### config.mk
export PLATFORM = sky130hd
export DESIGN_NAME = spq_ctrl
export DESIGN_NICKNAME = d
export VERILOG_FILES = /design/src/rtl/core/spq_pkg.sv /design/src/rtl/core/spq_ctrl.sv
export SDC_FILE = /design/constraint.sdc
export NUM_CORES = 1
export LEC_CHECK = 0
export ABC_AREA = 1
export BUFFER_PORTS_ARGS = -buffer_cell sky130_fd_sc_hd__buf_4
export CAP_MARGIN = 20
export CORE_MARGIN = 2
export CORE_UTILIZATION = 40
export DETAILED_ROUTE_END_ITERATION = 10
export PLACE_DENSITY = 0.74
export REMOVE_ABC_BUFFERS = 1
export SKIP_LAST_GASP = 1
export SLEW_MARGIN = 20
export SYNTH_ARGS = -nofsm -noshare
export SYNTH_HDL_FRONTEND = slang
export SYNTH_SLANG_ARGS = --single-unit
### constraint.sdc
create_clock -name clock -period 3.1 [get_ports clock]
set_clock_uncertainty 0.15 [all_clocks]
set_input_delay 0.31 -clock clock [delete_from_list [all_inputs] [get_ports clock]]
set_output_delay 0.31 -clock clock [all_outputs]
set_load 0.05 [all_outputs]
### src/rtl/core/spq_pkg.sv
// Shared types and constants for the sorted priority queue.
package spq_pkg;
   localparam int Depth   = 64;
   localparam int KeyBits = 32;
   localparam int IdxBits = $clog2(Depth);
   localparam int CntBits = $clog2(Depth + 1);

   localparam logic [1:0] KIND_ENQ = 2'd0;
   localparam logic [1:0] KIND_DEQ = 2'd1;
   localparam logic [1:0] KIND_CHG = 2'd2;
   localparam logic [1:0] KIND_CLR = 2'd3;

   localparam logic [2:0] ST_OK        = 3'd0;
   localparam logic [2:0] ST_EMPTY     = 3'd1;
   localparam logic [2:0] ST_NOT_FOUND = 3'd2;
   localparam logic [2:0] ST_NOT_LOWER = 3'd3;
   localparam logic [2:0] ST_FULL      = 3'd4;

   typedef struct packed {
      logic load;     // capture request
      logic insert;   // insert held entry
      logic remove;   // remove at held match (or head)
      logic rm_head;  // remove position is the head
      logic clear;
   } cmd_type;

   typedef struct packed {
      logic       found;
      logic       lower;
      logic       full;
      logic       empty;
      logic [1:0] kind;
   } stat_type;
endpackage

### src/rtl/core/spq_ctrl.sv
// Controller: sequences each transaction and builds the response.
module spq_ctrl (
   input  logic                            clock,
   input  logic                            reset,
   input  logic                            req_valid,
   output logic                            req_ready,
   output logic                            rsp_valid,
   input  logic                            rsp_ready,
   output spq_pkg::cmd_type                cmd,
   input  spq_pkg::stat_type               stat,
   input  logic [spq_pkg::KeyBits-1:0]     head_key,
   input  logic signed [15:0]              head_pri,
   input  logic [spq_pkg::CntBits-1:0]     count,
   output logic [31:0]                     rsp_out_key,
   output logic signed [15:0]              rsp_out_priority,
   output logic                            rsp_out_valid,
   output logic [2:0]                      rsp_status,
   output logic [6:0]                      rsp_occupancy
);
   typedef enum logic [3:0] {
      S_IDLE = 4'b0001, S_EXEC = 4'b0010, S_INS = 4'b0100, S_RSP = 4'b1000
   } state_type;
   state_type state_ff, state_in;
   logic [2:0] st_ff, st_in;
   logic       dv_ff, dv_in;
   logic [31:0] dk_ff, dk_in;
   logic signed [15:0] dp_ff, dp_in;

   assign req_ready = (state_ff == S_IDLE);
   assign rsp_valid = (state_ff == S_RSP);

   always_comb begin
      cmd = '0;
      state_in = state_ff;
      st_in = st_ff; dv_in = dv_ff; dk_in = dk_ff; dp_in = dp_ff;
      unique case (state_ff)
         S_IDLE: if (req_valid) begin
            cmd.load = 1'b1;
            state_in = S_EXEC;
         end
         S_EXEC: begin
            st_in = spq_pkg::ST_OK; dv_in = 1'b0;
            state_in = S_RSP;
            unique case (stat.kind)
               spq_pkg::KIND_ENQ: begin
                  if (stat.full) st_in = spq_pkg::ST_FULL;
                  else cmd.insert = 1'b1;
               end
               spq_pkg::KIND_DEQ: begin
                  if (stat.empty) st_in = spq_pkg::ST_EMPTY;
                  else begin
                     cmd.remove = 1'b1; cmd.rm_head = 1'b1;
                     dv_in = 1'b1;
                     dk_in = 32'(head_key); dp_in = head_pri;
                  end
               end
               spq_pkg::KIND_CHG: begin
                  if (!stat.found) st_in = spq_pkg::ST_NOT_FOUND;
                  else if (!stat.lower) st_in = spq_pkg::ST_NOT_LOWER;
                  else begin
                     cmd.remove = 1'b1;
                     state_in = S_INS;
                  end
               end
               default: cmd.clear = 1'b1;
            endcase
         end
         S_INS: begin
            cmd.insert = 1'b1;
            state_in = S_RSP;
         end
         S_RSP: if (rsp_ready) state_in = S_IDLE;
         default: state_in = S_IDLE;
      endcase
   end

   always_ff @(posedge clock) begin
      if (reset) state_ff <= S_IDLE;
      else       state_ff <= state_in;
      st_ff <= st_in; dv_ff <= dv_in; dk_ff <= dk_in; dp_ff <= dp_in;
   end

   // head reported from the live array unless this was a dequeue
   always_comb begin
      logic deq, hv;
      deq = (stat.kind == spq_pkg::KIND_DEQ);
      hv  = (count != '0) && (stat.kind != spq_pkg::KIND_CLR);
      rsp_status    = st_ff;
      rsp_occupancy = 7'(count);
      if (deq) begin
         rsp_out_valid    = dv_ff;
         rsp_out_key      = dv_ff ? dk_ff : '0;
         rsp_out_priority = dv_ff ? dp_ff : '0;
      end else begin
         rsp_out_valid    = hv;
         rsp_out_key      = hv ? 32'(head_key) : '0;
         rsp_out_priority = hv ? head_pri : '0;
      end
   end
endmodule

==> implementation parameters <==
Parameter                              Value

Floorplan
  Initial Util    40.77%
  Top-level I/O count    131
  Placeable Area    around 6700 µm²
  Number of standard-cell rows in the floorplan    30
  Vertical die dimension    86.52 µm
  Width of the chip    about 87 µm
  Die area    approximately 7500 µm²

CTS
  Total of cells resized after clock tree synthesis    0
  Maximum clock insertion buffer count    2
  H-tree levels    2
  CTS tree    built
  Root cell of the clock tree    clkbuf_8
  Reg clk slew, reported paths    approximately 100 ps
  Worst skew pair latency    between 300 and 400 ps
  Number of sinks driven by the clock tree    56
  Post-CTS setup buffers    0
  Number of buffers added to fix hold violations after cts    0
  Inserted Clock Buffers    5

Detailed routing
  First DRT Iteration DRCs    between 90 and 100
  Total via count in the routed design    2367
  Wirelength, routed    6542 µm
  Via density    around 4.8
  Antenna viol nets, final    0
  WL/cell    approximately 13 µm
  Number of iterations in the first detailed-routing pass    4
  DRC    0

Cells and area
  N_diodes    0
  Number of nets at the end of the flow    about 480
  Number of cells in the finished layout apart from fillers    between 400 and 500
  Most common library cell in the layout ignoring fill and taps    buf_4
  Layout cell share with drive strength beyond 1    35.02%
  Fill cells    between 500 and 600
  Commonest non-fill, non-tap cells in the layout    buf_4 (133), nand2_1 (113), nand3_1 (54)
  Syn-to-layout area delta    39.64%

Critical path
  Critical Path Fanout Max    48
  Slowest library cell on the worst path    inv_2
  Cell class contributing the biggest share of worst-path delay    buffers and inverters
  Most Frequent Cell on Critical Path    nand2_1
  WP data required    between 2000 and 3000 ps
  Reg-to-Reg Start    state_ff[2]
  Data arrival, critical path    between 1500 and 2000 ps
  FF-to-FF End    dk_ff[31]
  Critical setup path kind    input pin to output port
  Register-to-register setup slack    roughly 1200 ps
  Crit. End Element    output port
  Cell breakdown of the critical path    buf_4, inv_1, ha_1, nand2_1, inv_2, nand2_1, nand2_1, buf_4
  Worst path max stage delay    between 500 and 600 ps
  Worst setup path start    stat[1]
  Buf/Inv on CP    4
  FF-to-FF path depth    4
  CP Launch Type    input pin

STA
  Final-report max-slew violation count    0
  Highest achievable clock rate    about 0.42 GHz
  Hold violation count in the final report    0
  Setup slack of the critical path after layout    between 700 and 800 ps
  Count of final setup violators    0
  Transition time at the pin with the least slew margin    roughly 750 ps
  Worst-case headroom to the max-slew limit    49.90%
  Post-Route Hold Slack    about 17 ps
  Share of the cycle needed by the critical path after routing    76.54%
  Setup repair after global routing missed its margin    no
  Minimum clock period    between 2000 and 2500 ps

Pwr
  VDD IR max    about 0.2 mV
  Pwr Density    between 400 and 500 nW/µm²
  Standby leakage power    0.001860 µW

Logic synthesis
  Post-synth design cell area    about 2700 µm²
  Number of cells produced by synthesis    294
  Share of the yosys chip area belonging to registers    between 60% and 70%
  Per-instance average area after synthesis    roughly 9 µm²
  Number of warnings reported in the yosys synthesis log    0
  Number of synthesized register bits    56
  Number of distinct library cell variants in the gate-level netlist after synthesis    19

Min path
  HP Class    input pin to register
  Instance count along the most critical hold path    2
  Hold path startpoint    reset
  Endpoint of the worst hold-timing path    state_ff[1]

Job
  Max-capacitance violation count    0

Outcome
  Result of the run    completed

Place
  Pre-CTS WS    around 740 ps
  Total instance count after detailed placement    between 400 and 500
  HPWL after DPL    around 4800 µm
  RePlAce Congestion    approximately 0.74
  Number of buffers added on ports    130

GRT
  Maximum number of pins on one net before global-route repair    50
  Total overflow reported by the global router    0
  Vias in the first global route    roughly 2300
  Initial antenna violation count    0
  Global-route usage over all layers    between 10% and 20%
  First-pass GRT wire length    approximately 10000 µm
==> cell families after synthesis <==
logic type	after synthesis	synth area share, %
compound gates	3	0.6432
simple gates	187	28.62
flops	56	60.27
buf+inv	43	8.176
fa+ha+maj	5	2.297
==> worst max path at each step <==
stage / endpoint / slack [ps] / cells after the start
final: rsp_out_key[21] / 730 / 8
after global routing: rsp_out_key[21] / 550 / 8
after CTS: rsp_out_key[21] / 720 / 8
after detailed placement: rsp_out_key[21] / 740 / 8
after global placement: rsp_out_key[24] / 800 / 8
after floorplan: dk_ff[0] / -840 / 4
==> power breakdown <==
group          internal [µW]  total [µW]  switching (µW)  leakage, µW
clock network            179         406             227    0.0000510
registers                831         836            4.42     0.000501
logic                    166         500             333      0.00131
total                   1180        1740             565      0.00186
==> through the flow <==
| stage | total power [µW] | setup TNS, ps | area [µm²] | util [%] |
|---|---|---|---|---|
| floorplan | 1140 | -41060 | 2580 | - |
| global placement | 1348 | 0 | 3711 | 55.54 |
| detailed placement | 1355 | 0 | 3711 | 55.54 |
| CTS | 1760 | 0 | 3804 | 56.93 |
| global route | 1814 | 0 | 3804 | 56.93 |
| finish | 1741 | 0 | 3804 | 56.93 |
==> cell usage after synthesis, drive strengths merged <==
master	n	share of area, %
buf	21	5.1
nor4	1	0.23
a21oi	2	0.37
nor3	2	0.37
inv	21	2.9
dfxtp	4	2.9
nand3	54	9.9
clkbuf	1	0.14
nand2	113	16
ha	5	2.3
edfxtp	52	57
nor2	16	2.3
nand4	1	0.23
o31ai	1	0.28
==> final cells by class <==
cell class | count | area (µm²) | area share (%)
flip-flops and latches | 56 | 1642 | 43.16
clock inverters | 2 | 10.01 | 0.2632
repair buffers | 134 | 1018 | 26.78
clock buffers | 6 | 82.58 | 2.171
multi-input cells | 195 | 872.1 | 22.93
inverters | 21 | 78.83 | 2.072
well taps | 80 | 100.1 | 2.632
==> registers in the layout, indices dropped and copies added (netlist names) <==
signal	flops
dk_ff	32
dp_ff	16
state_ff	4
rsp_status	3
dv_ff	1
==> metal layers <==
| layer | vias up | part of all wire [%] | global-route usage (%) |
|---|---|---|---|
| met3 | 5 | 7.5 | 4.952 |
| met4 | 0 | 0.73 | 4.688 |
| met2 | 78 | 50 | 31.68 |
| li1 | 1194 | - | - |
| met1 | 1090 | 42 | 21.18 |
| met5 | - | 0 | 0 |
==> worst register-to-register path: cells and delay by family, from the launching register on <==
family | cells | cell delay (ps)
buf+inv | 1 | 380
simple gates | 3 | 710
flops | 1 | 360
No activity file was read; power rests on OpenSTA's default activity.
